`src/obd2c_pkg.sv`:
```
// Shared types, codes and helper functions for the OBD-II request/response client.
// No dependencies; used by src/obd2_request_response_client.sv.
package obd2c_pkg;

  // Input command codes
  localparam logic [2:0] CMD_READ_PID   = 3'd0;
  localparam logic [2:0] CMD_READ_CODES = 3'd1;
  localparam logic [2:0] CMD_CLEAR      = 3'd2;
  localparam logic [2:0] CMD_FRAME      = 3'd3;
  localparam logic [2:0] CMD_TICK       = 3'd4;

  // Result kinds
  localparam logic [2:0] KIND_TX        = 3'd0;
  localparam logic [2:0] KIND_PID_VALUE = 3'd1;
  localparam logic [2:0] KIND_PID_FAIL  = 3'd2;
  localparam logic [2:0] KIND_CODE      = 3'd3;
  localparam logic [2:0] KIND_DONE      = 3'd4;

  // Service modes and reply bytes
  localparam logic [2:0] MODE_PID   = 3'd1;
  localparam logic [2:0] MODE_CODES = 3'd3;
  localparam logic [2:0] MODE_CLEAR = 3'd4;
  localparam logic [7:0] REPLY_PID   = 8'h41;
  localparam logic [7:0] REPLY_CODES = 8'h43;

  // Receive identifier window
  localparam logic [10:0] RX_ID_LO = 11'h7E8;
  localparam logic [10:0] RX_ID_HI = 11'h7EF;

  // Supported pids
  localparam logic [7:0] PID_RPM      = 8'h0C;
  localparam logic [7:0] PID_SPEED    = 8'h0D;
  localparam logic [7:0] PID_COOLANT  = 8'h05;
  localparam logic [7:0] PID_THROTTLE = 8'h11;
  localparam logic [7:0] PID_VOLTAGE  = 8'h42;

  // Configuration register indexes
  localparam logic REG_MAX_CODES  = 1'b0;
  localparam logic REG_TIMEOUT_MS = 1'b1;

  localparam int unsigned MaxCodesReset  = 3;
  localparam int unsigned TimeoutMsReset = 200;

  typedef enum logic [2:0] {
    WAIT_NONE  = 3'b001,
    WAIT_PID   = 3'b010,
    WAIT_CODES = 3'b100
  } wait_t;

  // Payload of the closing result of a batch
  typedef struct packed {
    logic [2:0]  kind;
    logic [1:0]  tx_length;
    logic [2:0]  tx_mode;
    logic [7:0]  tx_pid;
    logic [24:0] value_milli;
    logic [1:0]  code_count;
  } final_t;

  function automatic logic [7:0] hex_char(input logic [3:0] n);
    logic [7:0] c;
    if (n < 4'd10) begin
      c = 8'h30 + {4'd0, n};
    end else begin
      c = 8'h37 + {4'd0, n};
    end
    return c;
  endfunction

  // Five ASCII characters, first character in the top byte
  function automatic logic [39:0] dtc_text(input logic [7:0] hi, input logic [7:0] lo);
    logic [7:0] letter;
    case (hi[7:6])
      2'd0:    letter = 8'h50;
      2'd1:    letter = 8'h43;
      2'd2:    letter = 8'h42;
      default: letter = 8'h55;
    endcase
    return {letter, 8'h30 | {6'd0, hi[5:4]}, hex_char(hi[3:0]),
            hex_char(lo[7:4]), hex_char(lo[3:0])};
  endfunction

endpackage

```
`src/obd2_request_response_client.sv`:
```
// OBD-II request/response client: command decode, reply scaling, trouble code
// formatting and timeout. Depends on src/obd2c_pkg.sv.
//
//  channel | direction | handshake               | payload
//  --------+-----------+-------------------------+----------------------------------------
//  in_     | slave     | in_tvalid / in_tready   | in_tuser command, in_tdata pid..byte7
//  out_    | master    | out_tvalid / out_tready | out_tuser kind, out_tdata, out_tlast
//  cfg_    | APB slave | psel/penable/pready     | max_codes @0x0, timeout_ms @0x4
//
// Each item is held in an input register, decoded by short logic and loaded into a
// result batch register (up to three codes plus a closing result). A batch drains
// one result per cycle while out_tready is high; a command thus yields one result,
// a code reply one per code plus the closing one, bounded by the single batch register.
// Synchronous active-low reset: nothing pending, max_codes 3, timeout_ms 200.
// A stalled output holds the batch; the input register then fills and in_tready drops.
module obd2_request_response_client (
  input  logic        clk,
  input  logic        rst_n,
  // input channel
  input  logic        in_tvalid,
  output logic        in_tready,
  input  logic [2:0]  in_tuser,   // command
  input  logic [79:0] in_tdata,   // pid, can_id, byte1..byte7, zero pad
  // result channel
  output logic        out_tvalid,
  input  logic        out_tready,
  output logic [2:0]  out_tuser,  // result_kind
  output logic [79:0] out_tdata,  // tx_length, tx_mode, tx_pid, value_milli, code_text,
                                  // code_count
  output logic        out_tlast,
  // configuration port
  input  logic        cfg_psel,
  input  logic        cfg_penable,
  input  logic        cfg_pwrite,
  input  logic [2:0]  cfg_paddr,
  input  logic [31:0] cfg_pwdata,
  output logic [31:0] cfg_prdata,
  output logic        cfg_pready
);

  // ---------------------------------------------------------------------------
  // Configuration registers
  // ---------------------------------------------------------------------------
  logic [1:0] max_codes_r;
  logic [9:0] timeout_ms_r;
  logic       cfg_wr;

  assign cfg_pready = 1'b1;
  assign cfg_wr     = cfg_psel && cfg_penable && cfg_pwrite && cfg_pready;

  always_ff @(posedge clk) begin
    if (!rst_n) begin
      max_codes_r  <= 2'(obd2c_pkg::MaxCodesReset);
      timeout_ms_r <= 10'(obd2c_pkg::TimeoutMsReset);
    end else if (cfg_wr) begin
      if (cfg_paddr[2] == obd2c_pkg::REG_MAX_CODES) begin
        max_codes_r <= cfg_pwdata[1:0];
      end else begin
        timeout_ms_r <= cfg_pwdata[9:0];
      end
    end
  end

  always_comb begin
    if (cfg_paddr[2] == obd2c_pkg::REG_TIMEOUT_MS) begin
      cfg_prdata = {22'd0, timeout_ms_r};
    end else begin
      cfg_prdata = {30'd0, max_codes_r};
    end
  end

  // ---------------------------------------------------------------------------
  // Input register
  // ---------------------------------------------------------------------------
  logic        in_vld_r;
  logic [2:0]  in_cmd_r;
  logic [74:0] in_data_r;
  logic        proc_go;
  logic        batch_free;

  assign in_tready = !in_vld_r || proc_go;

  always_ff @(posedge clk) begin
    if (!rst_n) begin
      in_vld_r <= 1'b0;
    end else if (in_tready) begin
      in_vld_r <= in_tvalid;
    end
  end

  // Payload needs no reset
  always_ff @(posedge clk) begin
    if (in_tready && in_tvalid) begin
      in_cmd_r  <= in_tuser;
      in_data_r <= in_tdata[74:0];
    end
  end

  logic [7:0]  f_pid;
  logic [10:0] f_id;
  logic [7:0]  f_b1, f_b2, f_b3, f_b4, f_b5, f_b6, f_b7;

  assign f_pid = in_data_r[7:0];
  assign f_id  = in_data_r[18:8];
  assign f_b1  = in_data_r[26:19];
  assign f_b2  = in_data_r[34:27];
  assign f_b3  = in_data_r[42:35];
  assign f_b4  = in_data_r[50:43];
  assign f_b5  = in_data_r[58:51];
  assign f_b6  = in_data_r[66:59];
  assign f_b7  = in_data_r[74:67];

  // ---------------------------------------------------------------------------
  // Pending read state
  // ---------------------------------------------------------------------------
  obd2c_pkg::wait_t waiting_for_r, waiting_for_nxt;
  logic [7:0]       wanted_pid_r, wanted_pid_nxt;
  logic [9:0]       time_left_r, time_left_nxt;

  // ---------------------------------------------------------------------------
  // Pid scaling, all on bytes A (byte3) and B (byte4)
  // ---------------------------------------------------------------------------
  logic [24:0] v_rpm, v_speed, v_cool, v_thr, v_volt, v_pid;
  logic [13:0] thr_frac_in;
  logic [14:0] thr_frac_sum;
  logic        pid_ok;

  assign v_rpm   = {9'd0, f_b3, f_b4} * 25'd250;
  assign v_speed = {17'd0, f_b3} * 25'd1000;
  assign v_cool  = ({17'd0, f_b3} - 25'd40) * 25'd1000;
  assign v_volt  = {9'd0, f_b3, f_b4};
  // A*100000/255 = A*392 + floor(A*40/255); the small quotient by the 255 identity
  assign thr_frac_in  = {6'd0, f_b3} * 14'd40;
  assign thr_frac_sum = {1'b0, thr_frac_in} + 15'd1 + {9'd0, thr_frac_in[13:8]};
  assign v_thr        = {17'd0, f_b3} * 25'd392 + {18'd0, thr_frac_sum[14:8]};

  always_comb begin
    pid_ok = 1'b1;
    unique case (wanted_pid_r)
      obd2c_pkg::PID_RPM:      v_pid = v_rpm;
      obd2c_pkg::PID_SPEED:    v_pid = v_speed;
      obd2c_pkg::PID_COOLANT:  v_pid = v_cool;
      obd2c_pkg::PID_THROTTLE: v_pid = v_thr;
      obd2c_pkg::PID_VOLTAGE:  v_pid = v_volt;
      default: begin
        v_pid  = '0;
        pid_ok = 1'b0;
      end
    endcase
  end

  // ---------------------------------------------------------------------------
  // Trouble code selection: take nonzero slots in order, up to max_codes
  // ---------------------------------------------------------------------------
  logic [39:0] txt0, txt1, txt2;
  logic        nz0, nz1, nz2, take0, take1, take2;
  logic [1:0]  cnt0, cnt1, code_cnt;

  assign txt0 = obd2c_pkg::dtc_text(f_b2, f_b3);
  assign txt1 = obd2c_pkg::dtc_text(f_b4, f_b5);
  assign txt2 = obd2c_pkg::dtc_text(f_b6, f_b7);
  assign nz0  = (f_b2 != 8'd0) || (f_b3 != 8'd0);
  assign nz1  = (f_b4 != 8'd0) || (f_b5 != 8'd0);
  assign nz2  = (f_b6 != 8'd0) || (f_b7 != 8'd0);

  assign take0    = nz0 && (max_codes_r != 2'd0);
  assign cnt0     = {1'b0, take0};
  assign take1    = nz1 && (cnt0 < max_codes_r);
  assign cnt1     = cnt0 + {1'b0, take1};
  assign take2    = nz2 && (cnt1 < max_codes_r);
  assign code_cnt = cnt1 + {1'b0, take2};

  // ---------------------------------------------------------------------------
  // Item decode: next state and the batch to load
  // ---------------------------------------------------------------------------
  logic                  id_ok;
  logic                  load;
  logic [1:0]            load_ncode;
  obd2c_pkg::final_t     load_fin;
  logic [39:0]           load_code [3];

  assign id_ok = (f_id >= obd2c_pkg::RX_ID_LO) && (f_id <= obd2c_pkg::RX_ID_HI);

  always_comb begin
    waiting_for_nxt = waiting_for_r;
    wanted_pid_nxt  = wanted_pid_r;
    time_left_nxt   = time_left_r;
    load            = 1'b0;
    load_ncode      = 2'd0;
    load_fin        = '0;
    load_code[0]    = take0 ? txt0 : (take1 ? txt1 : txt2);
    load_code[1]    = (take0 && take1) ? txt1 : txt2;
    load_code[2]    = txt2;
    unique case (in_cmd_r)
      obd2c_pkg::CMD_READ_PID: begin
        waiting_for_nxt    = obd2c_pkg::WAIT_PID;
        wanted_pid_nxt     = f_pid;
        time_left_nxt      = timeout_ms_r;
        load               = 1'b1;
        load_fin.kind      = obd2c_pkg::KIND_TX;
        load_fin.tx_length = 2'd2;
        load_fin.tx_mode   = obd2c_pkg::MODE_PID;
        load_fin.tx_pid    = f_pid;
      end
      obd2c_pkg::CMD_READ_CODES: begin
        waiting_for_nxt    = obd2c_pkg::WAIT_CODES;
        time_left_nxt      = timeout_ms_r;
        load               = 1'b1;
        load_fin.kind      = obd2c_pkg::KIND_TX;
        load_fin.tx_length = 2'd1;
        load_fin.tx_mode   = obd2c_pkg::MODE_CODES;
      end
      obd2c_pkg::CMD_CLEAR: begin
        // leave any pending read alone
        load               = 1'b1;
        load_fin.kind      = obd2c_pkg::KIND_TX;
        load_fin.tx_length = 2'd1;
        load_fin.tx_mode   = obd2c_pkg::MODE_CLEAR;
      end
      obd2c_pkg::CMD_FRAME: begin
        if (id_ok) begin
          unique case (waiting_for_r)
            obd2c_pkg::WAIT_PID: begin
              if ((f_b1 == obd2c_pkg::REPLY_PID) && (f_b2 == wanted_pid_r)) begin
                waiting_for_nxt      = obd2c_pkg::WAIT_NONE;
                time_left_nxt        = '0;
                load                 = 1'b1;
                load_fin.kind        = pid_ok ? obd2c_pkg::KIND_PID_VALUE
                                              : obd2c_pkg::KIND_PID_FAIL;
                load_fin.value_milli = v_pid;
              end
            end
            obd2c_pkg::WAIT_CODES: begin
              if (f_b1 == obd2c_pkg::REPLY_CODES) begin
                waiting_for_nxt     = obd2c_pkg::WAIT_NONE;
                time_left_nxt       = '0;
                load                = 1'b1;
                load_ncode          = code_cnt;
                load_fin.kind       = obd2c_pkg::KIND_DONE;
                load_fin.code_count = code_cnt;
              end
            end
            default: ;
          endcase
        end
      end
      obd2c_pkg::CMD_TICK: begin
        if (waiting_for_r != obd2c_pkg::WAIT_NONE) begin
          if (time_left_r > 10'd1) begin
            time_left_nxt = time_left_r - 10'd1;
          end else begin
            // timed out: a pid failure or an empty code report
            time_left_nxt   = '0;
            waiting_for_nxt = obd2c_pkg::WAIT_NONE;
            load            = 1'b1;
            load_fin.kind   = (waiting_for_r == obd2c_pkg::WAIT_PID)
                              ? obd2c_pkg::KIND_PID_FAIL : obd2c_pkg::KIND_DONE;
          end
        end
      end
      default: ;
    endcase
  end

  always_ff @(posedge clk) begin
    if (!rst_n) begin
      waiting_for_r <= obd2c_pkg::WAIT_NONE;
      wanted_pid_r  <= '0;
      time_left_r   <= '0;
    end else if (proc_go) begin
      waiting_for_r <= waiting_for_nxt;
      wanted_pid_r  <= wanted_pid_nxt;
      time_left_r   <= time_left_nxt;
    end
  end

  // ---------------------------------------------------------------------------
  // Result batch: codes first, then the closing result marked last
  // ---------------------------------------------------------------------------
  logic              busy_r, busy_nxt;
  logic [1:0]        pos_r, pos_nxt;
  logic [1:0]        ncode_r;
  obd2c_pkg::final_t fin_r;
  logic [39:0]       code_r [3];
  logic              out_fire;
  logic              at_final;

  assign out_fire   = out_tvalid && out_tready;
  assign at_final   = (pos_r == ncode_r);
  assign batch_free = !busy_r || (out_fire && at_final);
  assign proc_go    = in_vld_r && batch_free;

  always_comb begin
    busy_nxt = busy_r;
    pos_nxt  = pos_r;
    if (out_fire) begin
      if (at_final) begin
        busy_nxt = 1'b0;
      end else begin
        pos_nxt = pos_r + 2'd1;
      end
    end
    if (proc_go && load) begin
      busy_nxt = 1'b1;
      pos_nxt  = 2'd0;
    end
  end

  always_ff @(posedge clk) begin
    if (!rst_n) begin
      busy_r  <= 1'b0;
      pos_r   <= '0;
      ncode_r <= '0;
    end else begin
      busy_r <= busy_nxt;
      pos_r  <= pos_nxt;
      if (proc_go && load) begin
        ncode_r <= load_ncode;
      end
    end
  end

  always_ff @(posedge clk) begin
    if (proc_go && load) begin
      fin_r     <= load_fin;
      code_r[0] <= load_code[0];
      code_r[1] <= load_code[1];
      code_r[2] <= load_code[2];
    end
  end

  assign out_tvalid = busy_r;

  always_comb begin
    if (at_final) begin
      out_tuser = fin_r.kind;
      out_tlast = 1'b1;
      out_tdata = {fin_r.code_count, 40'd0, fin_r.value_milli, fin_r.tx_pid,
                   fin_r.tx_mode, fin_r.tx_length};
    end else begin
      out_tuser = obd2c_pkg::KIND_CODE;
      out_tlast = 1'b0;
      out_tdata = {2'd0, code_r[pos_r], 25'd0, 8'd0, 3'd0, 2'd0};
    end
  end

  // ---------------------------------------------------------------------------
  // Assertions
  // ---------------------------------------------------------------------------
  a_pos_in_batch: assert property (@(posedge clk) disable iff (!rst_n)
    busy_r |-> (pos_r <= ncode_r))
    else $error("batch position past closing result");

  a_timer_idle: assert property (@(posedge clk) disable iff (!rst_n)
    (waiting_for_r == obd2c_pkg::WAIT_NONE) |-> (time_left_r == 10'd0))
    else $error("timer running with nothing pending");

  a_stall_holds_item: assert property (@(posedge clk) disable iff (!rst_n)
    !in_tready |-> (in_vld_r && busy_r))
    else $error("input stalled without a held item and a busy batch");

  a_drain_advances: assert property (@(posedge clk) disable iff (!rst_n)
    (out_fire && !at_final) |=> (busy_r && (pos_r == $past(pos_r) + 2'd1)))
    else $error("code result taken but batch did not advance");

endmodule
```
`config.mk`:
```
export PLATFORM = sky130hd
export DESIGN_NAME = obd2_request_response_client
export DESIGN_NICKNAME = d
export VERILOG_FILES = /design/src/obd2c_pkg.sv /design/src/obd2_request_response_client.sv
export SDC_FILE = /design/constraint.sdc
export NUM_CORES = 1
export LEC_CHECK = 0
export BUFFER_PORTS_ARGS = -buffer_cell sky130_fd_sc_hd__buf_2
export CORE_UTILIZATION = 54
export CTS_CLUSTER_SIZE = 28
export DETAILED_ROUTE_END_ITERATION = 7
export PLACE_DENSITY_LB_ADDON = 0.1
export SLEW_MARGIN = 0
export SYNTH_ARGS = -nofsm -noshare
export SYNTH_HDL_FRONTEND = slang
export SYNTH_SLANG_ARGS = --single-unit
```
`constraint.sdc`:
```
create_clock -name clk -period 5.4 [get_ports clk]
set_input_delay 0.81 -clock clk [delete_from_list [all_inputs] [get_ports clk]]
set_output_delay 0.81 -clock clk [all_outputs]
set_load 0.01 [all_outputs]
```
==> impl_metrics.csv <==
group,metric,value,unit
status,status,"finished, final reports clean",
critical_path,path_cells,"buf_4 > ha_1 > a21oi_2 > xnor2_2 > ha_1 > inv_1 > fa_1 > inv_1 > fa_1 > inv_1 > fa_1 > inv_1 > ha_1 > buf_4 > and3_1 > and3_1 > o211a_1 > or3_1 > a32oi_1 > nor2_1",
critical_path,worst_r2r_path_depth,20,
cells_and_area,fill_cells,2807,
global_routing,grt_pass1_vias,13047,
critical_path,slowest_stage,"fa_1",
timing,tns,0,ns
floorplanning,io_pins,244,
logic_synthesis,mappedNetlistArea,0.0182,mm^2
logic_synthesis,yosysMostFrequentCell,"edfxtp_1",
timing,clock-skew-final,0.0189,ns
timing,fmax,190,MHz
global_routing,grt_max_degree,71,
logic_synthesis,syn_area_per_cell,10.2,um^2
clocking,cts.path.max_buffers,3,
pwr,vdd_drop_max,0.228,mV
detailed_routing,wl_per_cell,18.5,um
clocking,cts.sinks,240,
placement,gp_congestion,0.986,
hold_path,hp-start,"in_tdata[47]",
critical_path,critPathBufInv,6,
critical_path,slowest_delay,0.53,ns
logic_synthesis,synth-async-reset-ratio,0,%
critical_path,reg2reg_from,"in_data_r[40]",
floorplanning,initial_core_util,55.4,%
logic_synthesis,yosys.area.top_type,"edfxtp_1",
critical_path,worstPathArrival,5.51,ns
critical_path,critPathLaunchType,"register",
pwr,netSwitchingFraction,38.3,%
cells_and_area,syn_to_final_growth,13.9,%
placement,numPortBuffers,178,
hold_path,holdPathStages,1,
timing,finalHoldViolCount,0,
critical_path,cp_top_family,"adder cells",
cells_and_area,nets,2383,
floorplanning,die_y,186,um
pwr,internal-power,0.00474,W
floorplanning,die-area,0.0344,mm^2
pwr,pwr-share-clk,22.5,%
clocking,insertion_delay,0.54,ns
logic_synthesis,synthFlopType,"edfxtp_1",
floorplanning,coreArea,0.0329,mm^2
run,max-cap-violations,0,
clocking,cts_tree,"built",
placement,placed_area,0.0198,mm^2
placement,hpwl,34800,um
timing,slew_headroom,17.8,%
pwr,seqPwrFrac,27.8,%
logic_synthesis,synth_edf_count,199,
logic_synthesis,yosys_warnings,0,
clocking,path_clk_slew,0.06,ns
global_routing,antenna_found_initial,1,
cells_and_area,layout-drive-gt1-share,16.2,%
timing,tightestPinTransition,1.23,ns
timing,final.min_clock_period,5.25,ns
timing,slew_violations,0,
pwr,p_leak,9.07,nW
global_routing,grt.overflow.total,0,
cells_and_area,stdcell_area,0.0207,mm^2
placement,place_ws,-0.0187,ns
global_routing,grt_first_pass_wirelength,69900,um
detailed_routing,vias,13679,
timing,min_period_over_period,97.3,%
critical_path,crit_cells,20,
pwr,powerDensity,370,mW/mm^2
placement,placedCellCount,2398,
critical_path,path_max_fanout,7,
critical_path,startpoint,"in_data_r[40]",
timing,setup_viol,0,
floorplanning,rows,66,
clocking,cts-root-buf,"clkbuf_16",
timing,setup_slack,0.147,ns
pwr,combinationalPowerShare,49.7,%
logic_synthesis,ys_top_cells_by_count,"199 x edfxtp_1, 176 x ha_1, 172 x inv_1, 144 x nor2_1, 117 x a21oi_1",
pwr,power.switching,0.00294,W
detailed_routing,first_iter_violations,823,
logic_synthesis,synthDistinctLibCells,70,
detailed_routing,first_pass_iters,5,
clocking,cts_buffers,26,
logic_synthesis,ys_seq_elements,240,
critical_path,worstPathRequired,5.66,ns
clocking,cts-htree-levels,1,
logic_synthesis,synth_area_leaders,"edfxtp_1 33%, ha_1 12%, fa_1 10%",
detailed_routing,vias_per_cell,5.58,
detailed_routing,antenna_left,0,
critical_path,path_class,"register to register",
detailed_routing,drc,0,
detailed_routing,routed_wl,45400,um
timing,rsz0062_at_grt,"yes",
floorplanning,die_w,186,um
logic_synthesis,seq_area_frac_synth,37.3,%
hold_path,hp-class,"primary input to register",
critical_path,cpMostUsedCell,"inv_1",
cells_and_area,final_cells,2451,
global_routing,grt_use_total,26.4,%
logic_synthesis,synth_top_area_share,32.8,%
logic_synthesis,synthCells,1781,
critical_path,end_kind,"register",
## state kept, by name, indices dropped and copies added, names as in the netlist, named ones only
| signal | count |
|---|---|
| code_r | 81 |
| time_left_r | 10 |
| out_tvalid | 1 |
| wanted_pid_r | 8 |
| timeout_ms_r | 10 |
| ncode_r | 2 |
| fin_r | 43 |
| waiting_for_r | 3 |
| max_codes_r | 2 |
| in_vld_r | 1 |
| in_data_r | 72 |
| pos_r | 2 |
| in_cmd_r | 3 |
## worst paths after layout
path	to	slack [ns]
setup / recovery	fin_r[21]	0.15
hold / removal	in_data_r[47]	0.44
setup reg to reg	fin_r[21]	0.15
hold reg to reg	timeout_ms_r[1]	0.48
## cell families (layout without fill, tap and decap cells)
| kind of cell | Yosys count | count (layout) | share of synthesized area (%) |
|---|---|---|---|
| buffers and inverters | 263 | 458 | 6.16 |
| DFF | 240 | 240 | 37.3 |
| adders and majority gates | 270 | 270 | 22.4 |
| and+or+nand+nor | 475 | 475 | 13.0 |
| AOI/OAI and AO/OA | 371 | 371 | 12.9 |
| other | 2 | 35 | 0.0413 |
| muxes | 57 | 57 | 3.18 |
| xor gates and xnor gates | 103 | 103 | 4.96 |
## timing repair
action / 4_1_cts / 5_1_grt
gates resized for setup: 1 / 25
setup endpoints to repair: 1 / 16
buffers inserted: 0 / 4
pin swaps: 0 / 13
hold buffers: 0 / 0
## metal layers
layer	track usage, %	share of wire [%]
met3	4.54	6.2
met4	6.39	2.2
met2	44.2	47
met5	0	0
met1	35.6	45
## metrics by stage
| stage | util, % | hold WS [ns] | power (W) |
|---|---|---|---|
| after floorplan | - | 0.449 | 0.00494 |
| after global placement | 60.2 | 0.462 | 0.00581 |
| after detailed placement | 60.2 | 0.477 | 0.00589 |
| after CTS | 62.7 | 0.430 | 0.00763 |
| after global routing | 63.1 | 0.426 | 0.00820 |
| final | 63.1 | 0.439 | 0.00767 |
## layout by cell type (no fill, tap or decap), types with 13 or more instances in the layout
| cell | count |
|---|---|
| edfxtp_1 | 199 |
| buf_2 | 178 |
| ha_1 | 173 |
| inv_1 | 168 |
| nor2_1 | 141 |
| a21oi_1 | 111 |
| nand2_1 | 109 |
| fa_1 | 93 |
| o21ai_0 | 71 |
| xnor2_1 | 65 |
| and2_1 | 62 |
| buf_4 | 59 |
| mux2i_1 | 51 |
| dfxtp_1 | 38 |
| xor2_1 | 35 |
| conb_1 | 34 |
| clkbuf_16 | 27 |
| nand3_1 | 25 |
| nor2b_1 | 25 |
| a31oi_1 | 20 |
| nand2b_1 | 17 |
| a21o_1 | 17 |
| o21a_1 | 16 |
| a21boi_0 | 14 |
| and3_1 | 14 |
| nor3_1 | 13 |
| o211ai_1 | 13 |
| a22oi_1 | 13 |
## power by group through the flow
stage	clock network, W	logic [W]	registers, W
2_1_floorplan	0	0.00277	0.00217
3_3_place_gp	0	0.00364	0.00217
3_5_place_dp	0	0.00371	0.00217
4_1_cts	0.00175	0.00374	0.00213
5_1_grt	0.00183	0.00423	0.00214
6_report	0.00173	0.00381	0.00213
## layout make-up
cell class	instances	area [um^2]	area share, %
multi-input combinational	1310	10500	50.9
timing repair buffer	238	1350	6.53
clock inverter	14	116	0.561
tap	442	553	2.67
sequential	240	6800	32.8
clock buffer	34	712	3.43
antenna	1	2.50	0.0121
inverter	172	649	3.13
Power figures use the tool's default switching activity.
